<file path="src/hw/rtl/cfcr_pkg.sv">
// ----------------------------------------------------------------------------
// cfcr_pkg
// Types and constants shared by the framed command receiver modules.
// ----------------------------------------------------------------------------
`default_nettype none

package cfcr_pkg;

    localparam int PAYLOAD_BYTES = 8;
    localparam int WHEEL_COUNT   = 4;
    localparam int PAY_IDX_W     = $clog2(PAYLOAD_BYTES);

    // Smallest length that carries a full set of wheel targets.
    localparam logic [7:0] FULL_SPEED_LEN = 8'(PAYLOAD_BYTES + 3);
    // A frame must hold at least a command byte and two CRC bytes.
    localparam logic [7:0] LEN_FLOOR      = 8'd3;

    localparam logic [15:0] CRC_POLY = 16'h1021;
    localparam logic [15:0] CRC_INIT = 16'h0000;

    // Queue between parser and dispatcher.
    localparam int QDEPTH = 2;
    localparam int QPTR_W = $clog2(QDEPTH);
    localparam int QCNT_W = $clog2(QDEPTH + 1);

    // Configuration register indexes.
    localparam int CFG_W   = 5;
    localparam logic [2:0] REG_START_BYTE = 3'd0;
    localparam logic [2:0] REG_LENGTH_MIN = 3'd1;
    localparam logic [2:0] REG_LENGTH_MAX = 3'd2;
    localparam logic [2:0] REG_CODE_SPEED = 3'd3;
    localparam logic [2:0] REG_CODE_STOP  = 3'd4;
    localparam logic [2:0] REG_CODE_HBEAT = 3'd5;

    typedef enum logic [2:0] {
        EV_SPEEDS    = 3'd0,
        EV_STOP      = 3'd1,
        EV_HEARTBEAT = 3'd2,
        EV_LEN_ERR   = 3'd3,
        EV_CRC_ERR   = 3'd4,
        EV_IGNORED   = 3'd5
    } t_event;

    typedef struct packed {
        logic [7:0] start_byte;
        logic [7:0] length_min;
        logic [7:0] length_max;
        logic [7:0] code_set_speeds;
        logic [7:0] code_stop;
        logic [7:0] code_heartbeat;
    } t_cfg;

    // One classified frame outcome handed from the parser to the dispatcher.
    typedef struct packed {
        t_event                         ev;
        logic [PAYLOAD_BYTES-1:0][7:0]  payload;
    } t_cmd;

    typedef struct packed {
        logic  valid;
        logic  full;
    } t_qstat;

    localparam int OUT_BITS  = 3 + 16 * WHEEL_COUNT + 32 + 32;
    localparam int OUT_BYTES = (OUT_BITS + 7) / 8;

endpackage

`default_nettype wire

</file>
<file path="src/hw/rtl/cfcr_front.sv">
// ----------------------------------------------------------------------------
// cfcr_front
// Frame parser: start byte hunt, length check, CRC-16/XMODEM over the frame
// body and classification of each finished frame into a command record.
// ----------------------------------------------------------------------------
`default_nettype none

module cfcr_front (
    input  wire                 i_clk,
    input  wire                 i_rst_n,
    input  cfcr_pkg::t_cfg      i_cfg,
    input  wire                 i_valid,
    output logic                o_ready,
    input  wire  [7:0]          i_rx_byte,
    input  cfcr_pkg::t_qstat    i_qstat,
    output logic                o_push,
    output cfcr_pkg::t_cmd      o_cmd
);
    import cfcr_pkg::*;

    typedef enum logic [2:0] {
        PH_HUNT = 3'b001,
        PH_LEN  = 3'b010,
        PH_DATA = 3'b100
    } t_phase;

    function automatic logic [15:0] crc_feed(input logic [15:0] crc, input logic [7:0] b);
        logic [15:0] c;
        c = crc ^ {b, 8'h00};
        for (int k = 0; k < 8; k++) begin
            c = c[15] ? ((c << 1) ^ CRC_POLY) : (c << 1);
        end
        return c;
    endfunction

    t_phase                         r_phase, n_phase;
    logic [7:0]                     r_len, n_len;
    logic [7:0]                     r_pos, n_pos;
    logic [15:0]                    r_crc, n_crc;
    logic [7:0]                     r_tail0, n_tail0;
    logic [7:0]                     r_tail1, n_tail1;
    logic [7:0]                     r_cmd, n_cmd;
    logic [PAYLOAD_BYTES-1:0][7:0]  r_payload, n_payload;

    logic        acc;
    logic [15:0] crc_next;
    logic [8:0]  pos_inc;
    logic [15:0] rx_crc;

    assign o_ready = !i_qstat.full;
    assign acc     = i_valid && o_ready;
    assign pos_inc = {1'b0, r_pos} + 9'd1;
    assign rx_crc  = {r_tail1, i_rx_byte};
    assign crc_next = (r_pos >= 8'd2) ? crc_feed(r_crc, r_tail0) : r_crc;

    always_comb begin
        n_phase   = r_phase;
        n_len     = r_len;
        n_pos     = r_pos;
        n_crc     = r_crc;
        n_tail0   = r_tail0;
        n_tail1   = r_tail1;
        n_cmd     = r_cmd;
        n_payload = r_payload;
        o_push    = 1'b0;
        o_cmd.ev      = EV_IGNORED;
        o_cmd.payload = r_payload;
        if (acc) begin
            unique case (r_phase)
                PH_LEN: begin
                    if (i_rx_byte >= LEN_FLOOR && i_rx_byte >= i_cfg.length_min
                        && i_rx_byte <= i_cfg.length_max) begin
                        n_len   = i_rx_byte;
                        n_pos   = 8'd0;
                        n_crc   = CRC_INIT;
                        n_phase = PH_DATA;
                    end else begin
                        n_phase  = PH_HUNT;
                        o_push   = 1'b1;
                        o_cmd.ev = EV_LEN_ERR;
                    end
                end
                PH_DATA: begin
                    n_crc   = crc_next;
                    n_tail0 = r_tail1;
                    n_tail1 = i_rx_byte;
                    if (r_pos == 8'd0) begin
                        n_cmd = i_rx_byte;
                    end else if (r_pos <= 8'(PAYLOAD_BYTES)) begin
                        n_payload[r_pos[PAY_IDX_W-1:0] - PAY_IDX_W'(1)] = i_rx_byte;
                    end
                    n_pos = pos_inc[7:0];
                    if (pos_inc >= {1'b0, r_len}) begin
                        n_phase = PH_HUNT;
                        o_push  = 1'b1;
                        // Priority follows the command table: speeds, stop, heartbeat.
                        if (rx_crc != crc_next) begin
                            o_cmd.ev = EV_CRC_ERR;
                        end else if (r_cmd == i_cfg.code_set_speeds) begin
                            o_cmd.ev = (r_len >= FULL_SPEED_LEN) ? EV_SPEEDS : EV_IGNORED;
                        end else if (r_cmd == i_cfg.code_stop) begin
                            o_cmd.ev = EV_STOP;
                        end else if (r_cmd == i_cfg.code_heartbeat) begin
                            o_cmd.ev = EV_HEARTBEAT;
                        end else begin
                            o_cmd.ev = EV_IGNORED;
                        end
                    end
                end
                default: begin
                    n_phase = (i_rx_byte == i_cfg.start_byte) ? PH_LEN : PH_HUNT;
                end
            endcase
        end
    end

    always_ff @(posedge i_clk) begin
        if (!i_rst_n) begin
            r_phase <= PH_HUNT;
            r_len   <= 8'd0;
            r_pos   <= 8'd0;
            r_crc   <= CRC_INIT;
            r_tail0 <= 8'd0;
            r_tail1 <= 8'd0;
        end else begin
            r_phase <= n_phase;
            r_len   <= n_len;
            r_pos   <= n_pos;
            r_crc   <= n_crc;
            r_tail0 <= n_tail0;
            r_tail1 <= n_tail1;
        end
        r_cmd     <= n_cmd;
        r_payload <= n_payload;
    end

endmodule

`default_nettype wire

</file>
<file path="src/hw/rtl/cfcr_queue.sv">
// ----------------------------------------------------------------------------
// cfcr_queue
// Short first-in first-out queue of command records between parser and
// dispatcher.
// ----------------------------------------------------------------------------
`default_nettype none

module cfcr_queue (
    input  wire                 i_clk,
    input  wire                 i_rst_n,
    input  wire                 i_push,
    input  cfcr_pkg::t_cmd      i_cmd,
    input  wire                 i_pop,
    output cfcr_pkg::t_cmd      o_cmd,
    output cfcr_pkg::t_qstat    o_qstat
);
    import cfcr_pkg::*;

    t_cmd              r_mem [QDEPTH];
    logic [QPTR_W-1:0] r_wr, n_wr;
    logic [QPTR_W-1:0] r_rd, n_rd;
    logic [QCNT_W-1:0] r_cnt, n_cnt;

    assign o_qstat.valid = (r_cnt != '0);
    assign o_qstat.full  = (r_cnt == QCNT_W'(QDEPTH));
    assign o_cmd         = r_mem[r_rd];

    function automatic logic [QPTR_W-1:0] ptr_inc(input logic [QPTR_W-1:0] p);
        return (p == QPTR_W'(QDEPTH - 1)) ? '0 : p + QPTR_W'(1);
    endfunction

    always_comb begin
        n_wr  = i_push ? ptr_inc(r_wr) : r_wr;
        n_rd  = i_pop  ? ptr_inc(r_rd) : r_rd;
        n_cnt = r_cnt + QCNT_W'(i_push) - QCNT_W'(i_pop);
    end

    always_ff @(posedge i_clk) begin
        if (!i_rst_n) begin
            r_wr  <= '0;
            r_rd  <= '0;
            r_cnt <= '0;
        end else begin
            r_wr  <= n_wr;
            r_rd  <= n_rd;
            r_cnt <= n_cnt;
        end
        if (i_push) begin
            r_mem[r_wr] <= i_cmd;
        end
    end

endmodule

`default_nettype wire

</file>
<file path="src/hw/rtl/cfcr_back.sv">
// ----------------------------------------------------------------------------
// cfcr_back
// Dispatcher: applies each command record to the wheel targets and error
// counters and holds the result item in an output register.
// ----------------------------------------------------------------------------
`default_nettype none

module cfcr_back (
    input  wire                                 i_clk,
    input  wire                                 i_rst_n,
    input  cfcr_pkg::t_qstat                    i_qstat,
    input  cfcr_pkg::t_cmd                      i_cmd,
    output logic                                o_pop,
    output logic                                o_valid,
    input  wire                                 i_ready,
    output cfcr_pkg::t_event                    o_event,
    output logic [cfcr_pkg::WHEEL_COUNT-1:0][15:0] o_targets,
    output logic [31:0]                         o_len_errs,
    output logic [31:0]                         o_crc_errs
);
    import cfcr_pkg::*;

    logic [WHEEL_COUNT-1:0][15:0] r_targets, n_targets;
    logic [31:0]                  r_len_errs, n_len_errs;
    logic [31:0]                  r_crc_errs, n_crc_errs;
    logic                         r_valid, n_valid;
    t_event                       r_event;

    assign o_pop = i_qstat.valid && (!r_valid || i_ready);

    always_comb begin
        n_targets  = r_targets;
        n_len_errs = r_len_errs;
        n_crc_errs = r_crc_errs;
        n_valid    = r_valid && !i_ready;
        if (o_pop) begin
            n_valid = 1'b1;
            unique case (i_cmd.ev)
                EV_SPEEDS: begin
                    for (int w = 0; w < WHEEL_COUNT; w++) begin
                        n_targets[w] = {i_cmd.payload[2*w], i_cmd.payload[2*w+1]};
                    end
                end
                EV_STOP:    n_targets  = '0;
                EV_LEN_ERR: n_len_errs = r_len_errs + 32'd1;
                EV_CRC_ERR: n_crc_errs = r_crc_errs + 32'd1;
                default: ;
            endcase
        end
    end

    always_ff @(posedge i_clk) begin
        if (!i_rst_n) begin
            r_targets  <= '0;
            r_len_errs <= 32'd0;
            r_crc_errs <= 32'd0;
            r_valid    <= 1'b0;
        end else begin
            r_targets  <= n_targets;
            r_len_errs <= n_len_errs;
            r_crc_errs <= n_crc_errs;
            r_valid    <= n_valid;
        end
        if (o_pop) begin
            r_event <= i_cmd.ev;
        end
    end

    // The counters and targets only change on a pop, so the live registers
    // always match the result item that is on display.
    assign o_valid    = r_valid;
    assign o_event    = r_event;
    assign o_targets  = r_targets;
    assign o_len_errs = r_len_errs;
    assign o_crc_errs = r_crc_errs;

endmodule

`default_nettype wire

</file>
<file path="src/hw/rtl/crc16_framed_command_receiver.sv">
// ----------------------------------------------------------------------------
// crc16_framed_command_receiver
// Serial command frame receiver: start byte, bounded length, CRC-16/XMODEM,
// dispatch of set-speeds, stop and heartbeat commands.
//
//   Channel   Dir   Contents
//   s_axis    in    one received byte per item
//   m_axis    out   event, four wheel targets, length and CRC error totals
//   APB       in    six 8-bit configuration registers at 4*index
//
// One byte is taken per cycle while the queue has room; the parser does its
// CRC step in the same cycle. Each result is queued, then moved into the
// output register once it is free. Synchronous reset clears parser state,
// targets and counters. A two-entry queue decouples parser and dispatcher,
// so the input stalls only once the queue is full behind a stalled output.
// ----------------------------------------------------------------------------
`default_nettype none

module crc16_framed_command_receiver (
    input  wire                 i_clk,
    input  wire                 i_rst_n,
    input  wire                 s_axis_tvalid,
    output logic                s_axis_tready,
    input  wire  [7:0]          s_axis_tdata,   // [7:0] rx_byte
    output logic                m_axis_tvalid,
    input  wire                 m_axis_tready,
    // [2:0] event_res, [18:3] target_front_left, [34:19] target_front_right,
    // [50:35] target_rear_left, [66:51] target_rear_right,
    // [98:67] length_error_total, [130:99] crc_error_total, rest zero
    output logic [8*cfcr_pkg::OUT_BYTES-1:0] m_axis_tdata,
    input  wire                 psel,
    input  wire                 penable,
    input  wire                 pwrite,
    input  wire  [cfcr_pkg::CFG_W-1:0] paddr,
    input  wire  [31:0]         pwdata,
    output logic [31:0]         prdata,
    output logic                pready
);
    import cfcr_pkg::*;

    t_cfg    r_cfg;
    logic    cfg_wr;
    logic [2:0] reg_idx;

    t_cmd    push_cmd, head_cmd;
    t_qstat  qstat;
    logic    push, pop;
    t_event  ev;
    logic [WHEEL_COUNT-1:0][15:0] targets;
    logic [31:0] len_errs, crc_errs;

    assign pready  = 1'b1;
    assign reg_idx = paddr[4:2];
    assign cfg_wr  = psel && penable && pwrite;

    always_ff @(posedge i_clk) begin
        if (!i_rst_n) begin
            r_cfg.start_byte      <= 8'd170;
            r_cfg.length_min      <= 8'd3;
            r_cfg.length_max      <= 8'd63;
            r_cfg.code_set_speeds <= 8'd1;
            r_cfg.code_stop       <= 8'd2;
            r_cfg.code_heartbeat  <= 8'd3;
        end else if (cfg_wr) begin
            unique case (reg_idx)
                REG_START_BYTE: r_cfg.start_byte      <= pwdata[7:0];
                REG_LENGTH_MIN: r_cfg.length_min      <= pwdata[7:0];
                REG_LENGTH_MAX: r_cfg.length_max      <= pwdata[7:0];
                REG_CODE_SPEED: r_cfg.code_set_speeds <= pwdata[7:0];
                REG_CODE_STOP:  r_cfg.code_stop       <= pwdata[7:0];
                REG_CODE_HBEAT: r_cfg.code_heartbeat  <= pwdata[7:0];
                default: ;
            endcase
        end
    end

    always_comb begin
        unique case (reg_idx)
            REG_START_BYTE: prdata = {24'd0, r_cfg.start_byte};
            REG_LENGTH_MIN: prdata = {24'd0, r_cfg.length_min};
            REG_LENGTH_MAX: prdata = {24'd0, r_cfg.length_max};
            REG_CODE_SPEED: prdata = {24'd0, r_cfg.code_set_speeds};
            REG_CODE_STOP:  prdata = {24'd0, r_cfg.code_stop};
            REG_CODE_HBEAT: prdata = {24'd0, r_cfg.code_heartbeat};
            default:        prdata = 32'd0;
        endcase
    end

    cfcr_front u_front (
        .i_clk     (i_clk),
        .i_rst_n   (i_rst_n),
        .i_cfg     (r_cfg),
        .i_valid   (s_axis_tvalid),
        .o_ready   (s_axis_tready),
        .i_rx_byte (s_axis_tdata),
        .i_qstat   (qstat),
        .o_push    (push),
        .o_cmd     (push_cmd)
    );

    cfcr_queue u_queue (
        .i_clk   (i_clk),
        .i_rst_n (i_rst_n),
        .i_push  (push),
        .i_cmd   (push_cmd),
        .i_pop   (pop),
        .o_cmd   (head_cmd),
        .o_qstat (qstat)
    );

    cfcr_back u_back (
        .i_clk      (i_clk),
        .i_rst_n    (i_rst_n),
        .i_qstat    (qstat),
        .i_cmd      (head_cmd),
        .o_pop      (pop),
        .o_valid    (m_axis_tvalid),
        .i_ready    (m_axis_tready),
        .o_event    (ev),
        .o_targets  (targets),
        .o_len_errs (len_errs),
        .o_crc_errs (crc_errs)
    );

    assign m_axis_tdata = {(8*OUT_BYTES - OUT_BITS)'(0), crc_errs, len_errs,
                           targets[3], targets[2], targets[1], targets[0], ev};

endmodule

`default_nettype wire

</file>
<file path="config.mk">
export PLATFORM = sky130hd
export DESIGN_NAME = crc16_framed_command_receiver
export DESIGN_NICKNAME = d
export VERILOG_FILES = /design/src/hw/rtl/cfcr_pkg.sv /design/src/hw/rtl/cfcr_front.sv /design/src/hw/rtl/cfcr_queue.sv /design/src/hw/rtl/cfcr_back.sv /design/src/hw/rtl/crc16_framed_command_receiver.sv
export SDC_FILE = /design/constraint.sdc
export NUM_CORES = 1
export LEC_CHECK = 0
export ABC_AREA = 1
export BUFFER_PORTS_ARGS = -buffer_cell sky130_fd_sc_hd__clkbuf_2
export CAP_MARGIN = 20
export CORE_ASPECT_RATIO = 0.8
export CORE_MARGIN = 3
export CORE_UTILIZATION = 55
export DETAILED_ROUTE_END_ITERATION = 8
export MAX_ROUTING_LAYER = met4
export PLACE_DENSITY_LB_ADDON = 0.08
export SETUP_SLACK_MARGIN = 0.15
export SYNTH_ARGS = -nofsm -noshare
export SYNTH_HDL_FRONTEND = slang
export SYNTH_SLANG_ARGS = --single-unit
</file>
<file path="constraint.sdc">
create_clock -name i_clk -period 12.65 [get_ports i_clk]
set_input_delay 2.53 -clock i_clk [delete_from_list [all_inputs] [get_ports i_clk]]
set_output_delay 2.53 -clock i_clk [all_outputs]
set_load 0.02 [all_outputs]
</file>
==> qor.csv <==
metric,value,unit
worst hold path type,reg -> reg,
filler instances,2817,
DRT iter0 DRCs,1267,
cell area power density,159,nW/um^2
DRT antenna net count,0,
Die Height,173,um
"Buf+Inv Stages, Crit Path",4,
Core Box Area,33900,um^2
"CTS clk-pin slew, worst paths",0.06,ns
worst clock skew,0.0112,ns
post-synthesis sequential area ratio,57.3,%
PortBufs,166,
reg-to-reg startpoint,u_front.r_pos[0]$_SDFFE_PN0P_,
Post-Syn Instances,2031,
vias in the first global route,13600,
dpl hpwl,29200,um
final setup vio count,0,
Crit Path Class,in -> out,
first-pass GRT wire length,71700,um
Num CTS Buffers,44,
Worst EP arrival,4.16,ns
setup ws final,5.96,ns
Post-Route WL,44300,um
total track usage,24.3,%
# diodes,0,
largest net degree at the start of global routing,69,
cts repair resizes,0,
"top cells by area, synth","edfxtp_1 33%, dfxtp_1 24%, nand2_1 8.9%",
detailed-route DRC error count,0,
Via Count,14300,
Die ar.,37000,um^2
MaxCap Viol Count,0,
crit path max fanout,7,
max-slew violation count,0,
share of layout cells above drive strength 1,16.1,%
Clock Latency Late Sink,0.56,ns
final hold vios,0,
routed wire length per instance,16.4,um
slowest CP cell,nor3_1,
sequential cell area,10900,um^2
Crit path max-delay family,simple AND/OR/NAND/NOR gates,
area of the multi-input gates,7120,um^2
asr flop ratio synth,0,%
worst rel slew slack,31.4,%
Initial Util,56.3,%
GRT overflow,0,
FF-to-FF setup slack,8.88,ns
Clk Tree Root Cell,clkbuf_16,
Worst setup startpoint,paddr[4],
CP required,10.12,ns
status,finished clean,
Design Power,3.44,mW
Site Rows,60,
DRT Pass-1 Iters,6,
Layout Nets,2276,
maximum VDD drop,0.109,mV
Setup WS pre-CTS,6.04,ns
CP startpoint kind,input port,
count of state elements after synthesis,442,
Avg Inst Size Synth,9.40,um^2
I/O Pins,223,
most frequent cells in the layout,"454 x nand2_1, 232 x dfxtp_1, 209 x edfxtp_1",
yosys warns,0,
Worst Max-Slew Pin Slew,1.03,ns
"most common cell after layout, fill and taps aside",nand2_1,
area growth from synthesis to layout,13.7,%
Post-CTS Setup Inserts,0,
Crit. End Element,output pin,
fin crit share,52.9,%
die width,214,um
Post-Syn Area,19100,um^2
"EDFF count, synth",209,
top cell type's share of synthesized area,32.9,%
hold path start,u_front.o_cmd[5]$_DFFE_PP_,
DR vias/cell,5.32,
CTS H-tree lvls,2,
initial antenna violation count,0,
CTS Hold Buffers Added,0,
CTS sink cnt,442,
critical-path cell list,clkbuf_2 -> inv_1 -> nor3_1 -> inv_1 -> nor2_1 -> a221oi_1 -> nand3_1 -> clkbuf_2,
post-synthesis cell type with the largest combined area,edfxtp_1,
Final Critical Period,6.69,ns
Max Clk Rate,150,MHz
TritonCTS clock tree,built,
Routability Congestion,0.876,
top_reg_cell synth,dfxtp_1,
total negative slack,0,ns
leak pwr,8.35,nW
Clock Path Buffers,3,
RSZ-0062 raised after global routing,false,
biggest cell delay along the critical path,0.75,ns
post-synthesis cell type count,48,
-- final cells by class --
type | count | share of cell area [%]
multi-input cells | 1343 | 32.8
flip-flops and latches | 442 | 50.4
inverters | 186 | 3.23
repair buffers | 177 | 4.21
well taps | 465 | 2.68
clock buffers | 61 | 5.69
clock inverters | 20 | 0.963
-- metrics by stage --
stage	hold slack, ns	util (%)	instances	cell area, um^2
floorplan	0.421	-	2059	19200
global placement	0.422	59.7	2613	20300
detailed placement	0.429	59.7	2613	20300
CTS	0.443	64.0	2694	21700
global route	0.449	64.0	2694	21700
finish	0.441	64.0	2694	21700
-- worst reg2reg max path, cell delays in order (launching register included) --
cell	delay (ns)
dfxtp_1	0.39
inv_1	0.12
nor3_1	0.21
inv_1	0.08
nor2_1	0.13
inv_1	0.07
nor3_1	0.18
or2_2	0.15
inv_1	0.06
ha_1	0.28
nand3_1	0.07
nand2_1	0.06
nand2_1	0.06
nand3_1	0.07
nand2_1	0.19
a21oi_4	0.53
buf_4	0.68
-- final timing paths --
kind | end | cells after the start
max reg2reg | u_queue.r_mem[0][18]$_DFFE_PP_ | 16
max | prdata[0] | 8
min reg2reg | u_queue.r_mem[0][5]$_DFFE_PP_ | 0
min | u_queue.r_mem[0][5]$_DFFE_PP_ | 0
-- cell families (layout without fill, tap and decap cells) --
| family | Yosys count | in the layout | synth area share [%] |
|---|---|---|---|
| other | 2 | 30 | 0.0393 |
| XOR/XNOR | 65 | 65 | 2.98 |
| adder cells (fa/ha/maj) | 30 | 30 | 1.97 |
| AO/OA/AOI/OAI | 307 | 307 | 8.79 |
| buffers and inverters | 274 | 444 | 6.11 |
| flip-flops | 442 | 442 | 57.3 |
| AND/OR/NAND/NOR | 847 | 847 | 19.1 |
| multiplexers | 64 | 64 | 3.77 |
-- per-layer routing --
metal  global-route usage (%)  vias up  share of wire (%)
met5                        -        -                  0
met4                     5.40        0                1.5
met3                     3.50       66                5.9
met2                     38.2      421                 46
met1                     34.0     6747                 47
li1                         -     7100                  -
-- power by group --
part	total, mW	switching (mW)	internal, mW
Combinational	0.557	0.374	0.183
Sequential	1.59	0.0365	1.55
Clock	1.30	0.547	0.749
Total	3.44	0.958	2.48
-- synth_stat cells, types with 36 or more instances --
cell type / count
nand2_1: 454
dfxtp_1: 233
edfxtp_1: 209
nor2_1: 206
inv_1: 176
a21oi_1: 165
o21ai_0: 97
mux2_2: 64
nand3_1: 59
clkbuf_1: 47
xor2_1: 42
nor3_1: 38
nand4_1: 36
-- flip-flops by register name (all words and copies together), names as in the netlist, 16 cells and up, named ones only --
signal,cells
u_front.o_cmd,64
u_back.o_len_errs,32
u_back.o_targets,64
u_front.r_crc,16
r_cfg,48
u_queue.r_mem,134
u_back.o_crc_errs,32
Power figures use the tool's default switching activity.
